`config.mk`:
```
export PLATFORM = sky130hd
export DESIGN_NAME = sorted_timer_queue_unit
export DESIGN_NICKNAME = d
export VERILOG_FILES = /design/src/rtl/stq_pkg.sv /design/src/rtl/stq_alu.sv /design/src/rtl/stq_order.sv /design/src/rtl/sorted_timer_queue_unit.sv
export SDC_FILE = /design/constraint.sdc
export NUM_CORES = 2
export LEC_CHECK = 0
export BUFFER_PORTS_ARGS = -buffer_cell sky130_fd_sc_hd__buf_4
export CORE_ASPECT_RATIO = 0.7
export CORE_MARGIN = 5
export CORE_UTILIZATION = 36
export CTS_CLUSTER_DIAMETER = 60
export DETAILED_ROUTE_END_ITERATION = 8
export GPL_ROUTABILITY_DRIVEN = 0
export PLACE_DENSITY_LB_ADDON = 0.15
export SYNTH_ARGS = -nofsm -noshare
export SYNTH_HDL_FRONTEND = slang
export SYNTH_HIERARCHICAL = 1
export SYNTH_SLANG_ARGS = --single-unit
```
`constraint.sdc`:
```
create_clock -name clock -period 13.2 [get_ports clock]
set_input_delay 1.32 -clock clock [delete_from_list [all_inputs] [get_ports clock]]
set_output_delay 1.32 -clock clock [all_outputs]
set_load 0.005 [all_outputs]
```
`src/rtl/stq_pkg.sv`:
```
`timescale 1ns / 1ps
// Package for the sorted timer queue: sizes, codes, payload and control types.
// Used by every module of the block; depends on nothing.
package stq_pkg;

   localparam int NUM_TIMERS = 16;
   localparam int TID_W      = 4;
   localparam int IDX_W      = $clog2(NUM_TIMERS);
   localparam int CNT_W      = $clog2(NUM_TIMERS + 1);
   localparam int VAL_W      = 32;
   localparam logic [VAL_W-1:0] HALF_RANGE = 32'h7FFF_FFFF;

   typedef enum logic [2:0] {
      ACT_TICK     = 3'd0,
      ACT_START    = 3'd1,
      ACT_STOP     = 3'd2,
      ACT_SET_PER  = 3'd3,
      ACT_GET_PER  = 3'd4,
      ACT_ONESHOT  = 3'd5,
      ACT_PERIODIC = 3'd6,
      ACT_INIT     = 3'd7
   } action_type;

   typedef enum logic [1:0] {
      KIND_DONE    = 2'd0,
      KIND_EXPIRED = 2'd1,
      KIND_PERIOD  = 2'd2,
      KIND_ERROR   = 2'd3
   } kind_type;

   typedef enum logic [2:0] {
      ST_IDLE,
      ST_EXEC,
      ST_ARM,
      ST_INS,
      ST_TCHK,
      ST_TPOST,
      ST_EMIT
   } state_type;

   typedef struct packed {
      action_type        action;
      logic [TID_W-1:0]  timer_id;
      logic [VAL_W-1:0]  value;
      logic              periodic_mode;
   } req_type;

   typedef struct packed {
      kind_type          event_kind;
      logic [TID_W-1:0]  event_timer;
      logic [VAL_W-1:0]  read_value;
      logic              last;
   } rsp_type;

   // Command from the sequencer to the queue order store.
   typedef struct packed {
      logic              rm_en;
      logic [TID_W-1:0]  rm_id;
      logic              ins_en;
      logic [IDX_W-1:0]  ins_pos;
      logic [TID_W-1:0]  ins_id;
      logic [IDX_W-1:0]  rd_idx;
   } ord_op_type;

endpackage

```
`src/rtl/stq_alu.sv`:
```
`timescale 1ns / 1ps
// Shared 32-bit add/subtract unit of the sorted timer queue.
// Depends on stq_pkg.
module stq_alu import stq_pkg::*; (
   input  logic [VAL_W-1:0] a,
   input  logic [VAL_W-1:0] b,
   input  logic             sub,
   output logic [VAL_W-1:0] sum
);

   // Add, or subtract through inverted operand and carry in
   assign sum = a + (b ^ {VAL_W{sub}}) + {{(VAL_W-1){1'b0}}, sub};

endmodule

```
`src/rtl/stq_order.sv`:
```
`timescale 1ns / 1ps
// Queue order store: timer ids sorted by deadline, with removal and insertion by shift.
// Depends on stq_pkg.
module stq_order import stq_pkg::*; (
   input  logic             clock,
   input  logic             reset,
   input  ord_op_type       op,
   output logic [TID_W-1:0] rd_id,
   output logic [CNT_W-1:0] count
);

   logic [TID_W-1:0] order_ff [NUM_TIMERS];
   logic [TID_W-1:0] order_in [NUM_TIMERS];
   logic [CNT_W-1:0] count_ff, count_in;
   logic             found;
   logic [IDX_W-1:0] found_idx;

   assign rd_id = order_ff[op.rd_idx];
   assign count = count_ff;

   // Locate the first queued entry holding the id to remove
   always_comb begin
      found     = 1'b0;
      found_idx = '0;
      for (int i = 0; i < NUM_TIMERS; i++) begin
         if (!found && (CNT_W'(i) < count_ff) && (order_ff[i] == op.rm_id)) begin
            found     = 1'b1;
            found_idx = IDX_W'(i);
         end
      end
   end

   // Shift entries down on removal, up on insertion
   always_comb begin
      order_in = order_ff;
      count_in = count_ff;
      if (op.rm_en && found) begin
         for (int i = 0; i < NUM_TIMERS - 1; i++) begin
            if (IDX_W'(i) >= found_idx) order_in[i] = order_ff[i+1];
         end
         count_in = count_ff - CNT_W'(1);
      end else if (op.ins_en) begin
         for (int i = 1; i < NUM_TIMERS; i++) begin
            if (IDX_W'(i) > op.ins_pos) order_in[i] = order_ff[i-1];
         end
         order_in[op.ins_pos] = op.ins_id;
         count_in = count_ff + CNT_W'(1);
      end
   end

   always_ff @(posedge clock) begin
      order_ff <= order_in;
      if (reset) count_ff <= '0;
      else       count_ff <= count_in;
   end

endmodule

```
`src/rtl/sorted_timer_queue_unit.sv`:
```
`timescale 1ns / 1ps
// Sorted timer queue top level: command sequencer, timer stores, output register.
// Depends on stq_pkg, stq_alu and stq_order.
//
// Usage: commands enter on req_valid/req_data and are taken when req_stall is
// low; req_stall is high while a command is being worked on. Results leave on
// rsp_valid/rsp_data through an output register, with last set on the final
// result of a command. A tick gives one expired result per popped timer and a
// closing done result; every other command gives one result.
// Timing: a simple command passes through execute and emit before its result is
// registered. A start walks the sorted queue through the shared adder, one entry
// a cycle. A tick checks the head timer and, for each popped timer, emits an
// expired result and, when it re-arms, computes the new deadline through the
// shared add/subtract unit and walks the queue, one entry a cycle. The next
// command is taken in the cycle after the last result is loaded.
// Reset clears the tick count, all periods, deadlines, flags and the queue.
// When the receiver holds rsp_stall, the result holds and the sequencer waits
// before loading the next one.
module sorted_timer_queue_unit import stq_pkg::*; (
   input  logic    clock,
   input  logic    reset,
   input  logic    req_valid,
   output logic    req_stall,
   input  req_type req_data,
   output logic    rsp_valid,
   input  logic    rsp_stall,
   output rsp_type rsp_data
);

   state_type        state_ff, state_in;
   logic [VAL_W-1:0] now_ff, now_in;
   logic [VAL_W-1:0] period_ff [NUM_TIMERS];
   logic [VAL_W-1:0] period_in [NUM_TIMERS];
   logic [VAL_W-1:0] deadline_ff [NUM_TIMERS];
   logic [VAL_W-1:0] deadline_in [NUM_TIMERS];
   logic [NUM_TIMERS-1:0] active_ff, active_in, periodic_ff, periodic_in;
   req_type          cmd_ff, cmd_in;
   logic [TID_W-1:0] cur_ff, cur_in;
   logic [CNT_W-1:0] pos_ff, pos_in, pops_ff, pops_in;
   logic [VAL_W-1:0] arm_p_ff, arm_p_in, ins_dl_ff, ins_dl_in;
   logic             ins_tick_ff, ins_tick_in, ret_tpost_ff, ret_tpost_in;
   rsp_type          pend_ff, pend_in, rsp_data_ff, rsp_data_in;
   logic             rsp_valid_ff, rsp_valid_in;

   logic [VAL_W-1:0] alu_a, alu_b, alu_sum;
   logic             alu_sub;
   ord_op_type       ord_op;
   logic [TID_W-1:0] ord_rd_id;
   logic [CNT_W-1:0] ord_count;
   logic             can_emit, id_bad;
   logic [VAL_W-1:0] entry_dl, cur_period;

   stq_alu u_alu (.a(alu_a), .b(alu_b), .sub(alu_sub), .sum(alu_sum));

   stq_order u_order (
      .clock(clock), .reset(reset), .op(ord_op), .rd_id(ord_rd_id), .count(ord_count)
   );

   assign req_stall = (state_ff != ST_IDLE);
   assign rsp_valid = rsp_valid_ff;
   assign rsp_data  = rsp_data_ff;
   assign can_emit  = !rsp_valid_ff || !rsp_stall;
   assign id_bad    = ({1'b0, cmd_ff.timer_id} >= (TID_W+1)'(NUM_TIMERS));
   assign entry_dl  = deadline_ff[ord_rd_id];
   assign cur_period = period_ff[cur_ff];

   // Sequencer: next state, store updates and shared unit operands
   always_comb begin
      state_in     = state_ff;
      now_in       = now_ff;
      period_in    = period_ff;
      deadline_in  = deadline_ff;
      active_in    = active_ff;
      periodic_in  = periodic_ff;
      cmd_in       = cmd_ff;
      cur_in       = cur_ff;
      pos_in       = pos_ff;
      pops_in      = pops_ff;
      arm_p_in     = arm_p_ff;
      ins_dl_in    = ins_dl_ff;
      ins_tick_in  = ins_tick_ff;
      ret_tpost_in = ret_tpost_ff;
      pend_in      = pend_ff;
      rsp_data_in  = rsp_data_ff;
      rsp_valid_in = rsp_valid_ff && rsp_stall;
      alu_a        = now_ff;
      alu_b        = {{(VAL_W-1){1'b0}}, 1'b1};
      alu_sub      = 1'b0;
      ord_op       = '0;
      ord_op.rd_idx = '0;

      unique case (state_ff)
         ST_IDLE: begin
            if (req_valid) begin
               cmd_in   = req_data;
               cur_in   = req_data.timer_id;
               state_in = ST_EXEC;
            end
         end

         ST_EXEC: begin
            pend_in      = '{KIND_DONE, cur_ff, '0, 1'b1};
            ret_tpost_in = 1'b0;
            state_in     = ST_EMIT;
            if (cmd_ff.action == ACT_TICK) begin
               now_in   = alu_sum;
               pops_in  = '0;
               state_in = ST_TCHK;
            end else if (!id_bad) begin
               unique case (cmd_ff.action)
                  ACT_START: begin
                     ord_op.rm_en = 1'b1;
                     ord_op.rm_id = cur_ff;
                     arm_p_in     = cur_period;
                     ins_tick_in  = 1'b0;
                     state_in     = ST_ARM;
                  end
                  ACT_STOP: begin
                     if (!active_ff[cur_ff]) begin
                        pend_in.event_kind = KIND_ERROR;
                     end else begin
                        ord_op.rm_en      = 1'b1;
                        ord_op.rm_id      = cur_ff;
                        active_in[cur_ff] = 1'b0;
                     end
                  end
                  ACT_SET_PER:  period_in[cur_ff] = cmd_ff.value;
                  ACT_GET_PER: begin
                     pend_in.event_kind = KIND_PERIOD;
                     pend_in.read_value = cur_period;
                  end
                  ACT_ONESHOT:  periodic_in[cur_ff] = 1'b0;
                  ACT_PERIODIC: periodic_in[cur_ff] = 1'b1;
                  ACT_INIT: begin
                     ord_op.rm_en        = 1'b1;
                     ord_op.rm_id        = cur_ff;
                     periodic_in[cur_ff] = cmd_ff.periodic_mode;
                     active_in[cur_ff]   = 1'b0;
                     deadline_in[cur_ff] = '0;
                     period_in[cur_ff]   = cmd_ff.value;
                  end
                  default: ;
               endcase
            end
         end

         // Compute the new deadline and open the insertion walk
         ST_ARM: begin
            alu_b               = arm_p_ff;
            deadline_in[cur_ff] = alu_sum;
            ins_dl_in           = alu_sum;
            active_in[cur_ff]   = 1'b1;
            pos_in              = '0;
            state_in            = ST_INS;
         end

         // Walk the queue: insert before the first strictly later deadline
         ST_INS: begin
            ord_op.rd_idx = pos_ff[IDX_W-1:0];
            alu_a         = entry_dl;
            alu_b         = ins_dl_ff;
            alu_sub       = 1'b1;
            if (ord_count >= CNT_W'(NUM_TIMERS) || pos_ff >= ord_count ||
                (alu_sum != '0 && alu_sum < HALF_RANGE)) begin
               if (ord_count < CNT_W'(NUM_TIMERS)) begin
                  ord_op.ins_en  = 1'b1;
                  ord_op.ins_pos = pos_ff[IDX_W-1:0];
                  ord_op.ins_id  = cur_ff;
               end
               if (ins_tick_ff) begin
                  state_in = ST_TCHK;
               end else begin
                  pend_in      = '{KIND_DONE, cur_ff, '0, 1'b1};
                  ret_tpost_in = 1'b0;
                  state_in     = ST_EMIT;
               end
            end else begin
               pos_in = pos_ff + CNT_W'(1);
            end
         end

         // Check the head timer for expiry
         ST_TCHK: begin
            ord_op.rd_idx = '0;
            alu_b         = entry_dl;
            alu_sub       = 1'b1;
            ret_tpost_in  = 1'b0;
            pend_in       = '{KIND_DONE, '0, '0, 1'b1};
            state_in      = ST_EMIT;
            if (ord_count != '0 && pops_ff != CNT_W'(NUM_TIMERS) && alu_sum < HALF_RANGE) begin
               ord_op.rm_en = 1'b1;
               ord_op.rm_id = ord_rd_id;
               cur_in       = ord_rd_id;
               pops_in      = pops_ff + CNT_W'(1);
               pend_in      = '{KIND_EXPIRED, ord_rd_id, '0, 1'b0};
               ret_tpost_in = 1'b1;
            end
         end

         // Re-arm a periodic timer or retire a one-shot one
         ST_TPOST: begin
            if (periodic_ff[cur_ff] && active_ff[cur_ff]) begin
               arm_p_in    = (cur_period == '0) ? {{(VAL_W-1){1'b0}}, 1'b1} : cur_period;
               ins_tick_in = 1'b1;
               state_in    = ST_ARM;
            end else begin
               active_in[cur_ff] = 1'b0;
               state_in          = ST_TCHK;
            end
         end

         // Load the pending result once the output register is free
         ST_EMIT: begin
            if (can_emit) begin
               rsp_data_in  = pend_ff;
               rsp_valid_in = 1'b1;
               state_in     = ret_tpost_ff ? ST_TPOST : ST_IDLE;
            end
         end

         default: state_in = ST_IDLE;
      endcase
   end

   always_ff @(posedge clock) begin
      if (reset) begin
         state_ff     <= ST_IDLE;
         now_ff       <= '0;
         active_ff    <= '0;
         periodic_ff  <= '0;
         rsp_valid_ff <= 1'b0;
         for (int i = 0; i < NUM_TIMERS; i++) begin
            period_ff[i]   <= '0;
            deadline_ff[i] <= '0;
         end
      end else begin
         state_ff     <= state_in;
         now_ff       <= now_in;
         active_ff    <= active_in;
         periodic_ff  <= periodic_in;
         rsp_valid_ff <= rsp_valid_in;
         period_ff    <= period_in;
         deadline_ff  <= deadline_in;
      end
      cmd_ff       <= cmd_in;
      cur_ff       <= cur_in;
      pos_ff       <= pos_in;
      pops_ff      <= pops_in;
      arm_p_ff     <= arm_p_in;
      ins_dl_ff    <= ins_dl_in;
      ins_tick_ff  <= ins_tick_in;
      ret_tpost_ff <= ret_tpost_in;
      pend_ff      <= pend_in;
      rsp_data_ff  <= rsp_data_in;
   end

   // A stalled result holds its value
   a_rsp_hold: assert property (@(posedge clock) disable iff (reset)
      rsp_valid && rsp_stall |=> rsp_valid && $stable(rsp_data))
      else $error("stalled result changed");

   // The queue never holds more than the timer count
   a_count_max: assert property (@(posedge clock) disable iff (reset)
      ord_count <= CNT_W'(NUM_TIMERS))
      else $error("queue count overflow");

   // Removal and insertion never share a cycle
   a_ord_excl: assert property (@(posedge clock) disable iff (reset)
      !(ord_op.rm_en && ord_op.ins_en))
      else $error("queue remove and insert together");

   // An accepted command makes the block busy in the next cycle
   a_busy: assert property (@(posedge clock) disable iff (reset)
      req_valid && !req_stall |=> req_stall)
      else $error("command accepted while not going busy");

endmodule

```
==> impl_metrics.py <==
metrics = {
    "outcome": {
        "status": "complete, no violations",
    },
    "routing": {
        "drt-pass1-iter-count": 7,
        "wl_per_cell_um": 25.9,
        "vias": 51600,
        "ant_nets": 0,
        "drc": 0,
        "first_iter_violations": 6939,
        "avgViaCountPerCell": 5.71,
        "totalWireLength_um": 235000,
    },
    "worst_hold_path": {
        "hold_depth": 0,
        "min_path_type": "reg2reg",
    },
    "power_and_ir_drop": {
        "ir_drop_mv": 0.142,
        "power_w": 0.0104,
        "power.density_mw_per_mm2": 151,
        "power.leakage_nw": 22.5,
    },
    "sta": {
        "setup-tns-final_ns": 0,
        "slew_violations": 0,
        "setup-violations-final": 0,
        "clock_skew_ns": 0.0307,
        "rsz0062_at_grt": "no",
        "finalCriticalPeriod_ns": 12.66,
        "hold_viol": 0,
        "post-route-period-util_pct": 95.9,
        "fmax_ghz": 0.0790,
        "worst_slew_pin_slew_ns": 1.26,
        "maxSlewHeadroom_pct": 15.8,
    },
    "placement": {
        "portBuffers": 84,
        "dp_cells": 8783,
        "dpl.hpwl_um": 133000,
    },
    "global_route": {
        "grt_most_used_layer": "met1",
        "grt_overflow": 0,
        "grt_pass1_vias": 47700,
        "met1_usage_pct": 38.5,
        "grt_usage_pct": 25.2,
        "grt_max_degree": 202,
        "grt_use_met3_pct": 5.30,
        "antenna_found_initial": 8,
        "grt_pass1_wl_um": 339000,
        "use_met2_pct": 35.9,
    },
    "critical_path": {
        "start_kind": "register",
        "critPathKind": "reg2reg",
        "cp_num_buf_inv": 3,
        "startpoint": "state_ff[0]$_SDFFE_PP0P_",
        "worstSetupEndpoint": "u_order/order_ff[57]$_DFFE_PP_",
        "cpMaxStageDelayCell": "mux4_4",
        "required_ns": 13.73,
        "cpPeakStageDelay_ns": 1.09,
        "reg2reg_depth": 32,
        "critical_path_arrival_ns": 13.19,
        "worst-path-stages": 32,
        "cp_top_family": "simple AND/OR/NAND/NOR gates",
        "reg2reg_to": "u_order/order_ff[57]$_DFFE_PP_",
        "crit_path_frequent_cell": "mux4_2",
        "worstReg2RegStart": "state_ff[0]$_SDFFE_PP0P_",
        "endpoint_kind": "register",
        "path_max_fanout": 125,
        "rrSetupSlack_ns": 0.54,
    },
    "clocking": {
        "cts_buffers": 143,
        "cts_root_buffer": "clkbuf_16",
        "post-cts-setup-buffers": 0,
        "ctsHoldBuffers": 0,
        "cts_tree": "built",
        "clk_pin_slew_ns": 0.06,
        "clock_latency_ns": 0.80,
        "cts_max_path_buffers": 3,
        "clock-sinks": 1355,
        "cts_max_level": 4,
    },
    "die": {
        "ioPinCount": 85,
        "dieHeight_um": 357,
        "initial_core_util_pct": 36.2,
        "std_cell_rows": 127,
        "coreArea_mm2": 0.171,
        "dieArea_mm2": 0.181,
        "die_x_um": 506,
    },
    "layout": {
        "area_growth_pct": 11.2,
        "regArea_mm2": 0.0297,
        "fin_cells": 9049,
        "drive_gt1_share_pct": 13.0,
        "multiInputGateArea_mm2": 0.0296,
        "fillers": 16600,
        "nets": 6760,
    },
    "yosys": {
        "synth-edff-count": 258,
        "syn-instance-count": 6958,
        "synth_cell_types": 92,
        "synthArstFlopShare_pct": 0,
        "synthFlopType": "dfxtp_1",
        "syn_area_mm2": 0.0619,
        "synth.yosys.seq_area_share_pct": 48.0,
        "synth_seq_cells": 1355,
        "synth-warning-count": 6,
        "syn_area_per_cell_um2": 8.90,
        "syn_nets": 7047,
    },
    "flow_run": {
        "drv_cap": 0,
    },
}
## registers in the layout, summed over array words and instances, names as in the netlist, named ones only
signal,flops
rsp_valid,1
cmd_ff,36
u_order/count,5
state_ff,3
period_ff,512
arm_p_ff,32
pos_ff,5
pops_ff,5
ins_tick_ff,1
ins_dl_ff,32
deadline_ff,512
pend_ff,39
periodic_ff,16
rsp_data,39
now_ff,32
u_order/order_ff,64
cur_ff,4
ret_tpost_ff,1
## routing by layer
layer | part of all wire (%) | vias up | wire, um
li1 | - | 23300 | -
met1 | 46 | 25600 | 109000
met2 | 41 | 2452 | 97000
met3 | 9.9 | 305 | 23300
met4 | 2.3 | 4 | 5340
met5 | 0.0098 | - | 23
## cells in the mapped netlist (27+ instances only)
cell type | instances | area (um^2)
nand3_1 | 36 | 180
nor3_1 | 29 | 145
xnor2_1 | 53 | 464
buf_2 | 114 | 571
nor2_1 | 116 | 435
nor4_1 | 27 | 169
xor2_1 | 76 | 666
a22oi_1 | 77 | 578
o21ai_1 | 32 | 160
buf_6 | 27 | 304
ha_1 | 44 | 551
a222oi_1 | 31 | 310
o21ai_0 | 55 | 275
edfxtp_1 | 258 | 7750
and2_1 | 33 | 206
mux4_2 | 317 | 7140
dfxtp_1 | 1097 | 22000
inv_1 | 71 | 267
clkbuf_1 | 469 | 1760
nand2_1 | 2445 | 9180
a21oi_1 | 1178 | 5900
## layout make-up
class	count	share of cell area (%)
flip-flops and latches	1355	43.1
multi-input cells	4888	43.0
clock buffers	208	5.92
well taps	2257	4.10
repair buffers	211	2.43
clock inverters	56	1.04
inverters	72	0.396
diodes	2	0.00727
## cell families after synthesis
group           count (synthesis)  share of synthesized area [%]
xor+xnor                      129                           1.82
simple gates                 2824                           18.2
compound gates               1553                           14.2
flops                        1355                           48.0
fa+ha+maj                      45                          0.921
mux                           337                           11.9
buf+inv                       715                           4.96
## through the flow
| step | area [um^2] | util, % | setup slack (ns) | hold WS, ns |
|---|---|---|---|---|
| final | 68900 | 40.2 | 0.540 | 0.412 |
| after global routing | 68800 | 40.2 | 0.0766 | 0.429 |
| after CTS | 68800 | 40.2 | 0.380 | 0.412 |
| after floorplan | 61900 | - | 2.81 | 0.400 |
| after detailed placement | 64000 | 37.4 | 0.426 | 0.407 |
| after global placement | 64000 | 37.4 | 0.938 | 0.404 |
## layout by cell type, fill, tap and decap left out, drive strengths merged, types with 5 or more instances in the layout
cell | netlist | final
a22o | 20 | 20
mux2 | 9 | 9
nor4 | 29 | 29
clkbuf | 469 | 208
nand3 | 36 | 36
a21o | 19 | 19
nor2b | 19 | 19
a221o | 10 | 10
bufinv | 0 | 12
a21oi | 1181 | 1181
a222oi | 31 | 31
clkinv | 1 | 29
xnor2 | 53 | 53
o21ai | 89 | 89
nor2 | 117 | 117
nor3b | 6 | 6
edfxtp | 258 | 258
a211oi | 37 | 37
buf | 174 | 211
o21bai | 5 | 5
o31ai | 5 | 5
a31oi | 15 | 15
mux2i | 11 | 11
nand4 | 26 | 26
dfxtp | 1097 | 1097
nand2 | 2446 | 2446
mux4 | 317 | 317
a22oi | 77 | 77
and3 | 13 | 13
nor3 | 34 | 34
xor2 | 76 | 76
and2 | 57 | 57
inv | 71 | 83
or3 | 8 | 8
ha | 44 | 44
o21a | 13 | 13
nand2b | 18 | 18
## worst min-delay path by stage
stage	end	startpoint
final	rsp_data[14]$_DFFE_PP_	pend_ff[14]$_SDFFCE_PP0P_
after CTS	rsp_data[14]$_DFFE_PP_	pend_ff[14]$_SDFFCE_PP0P_
after detailed placement	rsp_data[14]$_DFFE_PP_	pend_ff[14]$_SDFFCE_PP0P_
after global routing	rsp_data[17]$_DFFE_PP_	pend_ff[17]$_SDFFCE_PP0P_
after global placement	rsp_data[14]$_DFFE_PP_	pend_ff[14]$_SDFFCE_PP0P_
after floorplan	rsp_data[0]$_DFFE_PP_	pend_ff[0]$_SDFFCE_PN1P_
## repair_timing
item / CTS / global route
endpoints found under the hold margin: 0 / 0
resized for setup: 0 / 3
endpoints found under the setup margin: 0 / 70
## worst reg2reg max path: cells and delay by family (launching register included)
| family | cells | cell delay, ns |
|---|---|---|
| mux | 4 | 2.37 |
| flops | 1 | 0.64 |
| buf+inv | 3 | 1.02 |
| fa+ha+maj | 1 | 0.40 |
| simple gates | 11 | 3.96 |
| compound gates | 11 | 3.55 |
| xor+xnor | 2 | 0.47 |
## power by group
part	switching [W]	internal [W]	total (W)
Sequential	0.000183	0.00440	0.00458
Combinational	0.00116	0.000457	0.00161
Clock	0.00180	0.00240	0.00420
Total	0.00314	0.00726	0.0104
Power figures use the tool's default switching activity.
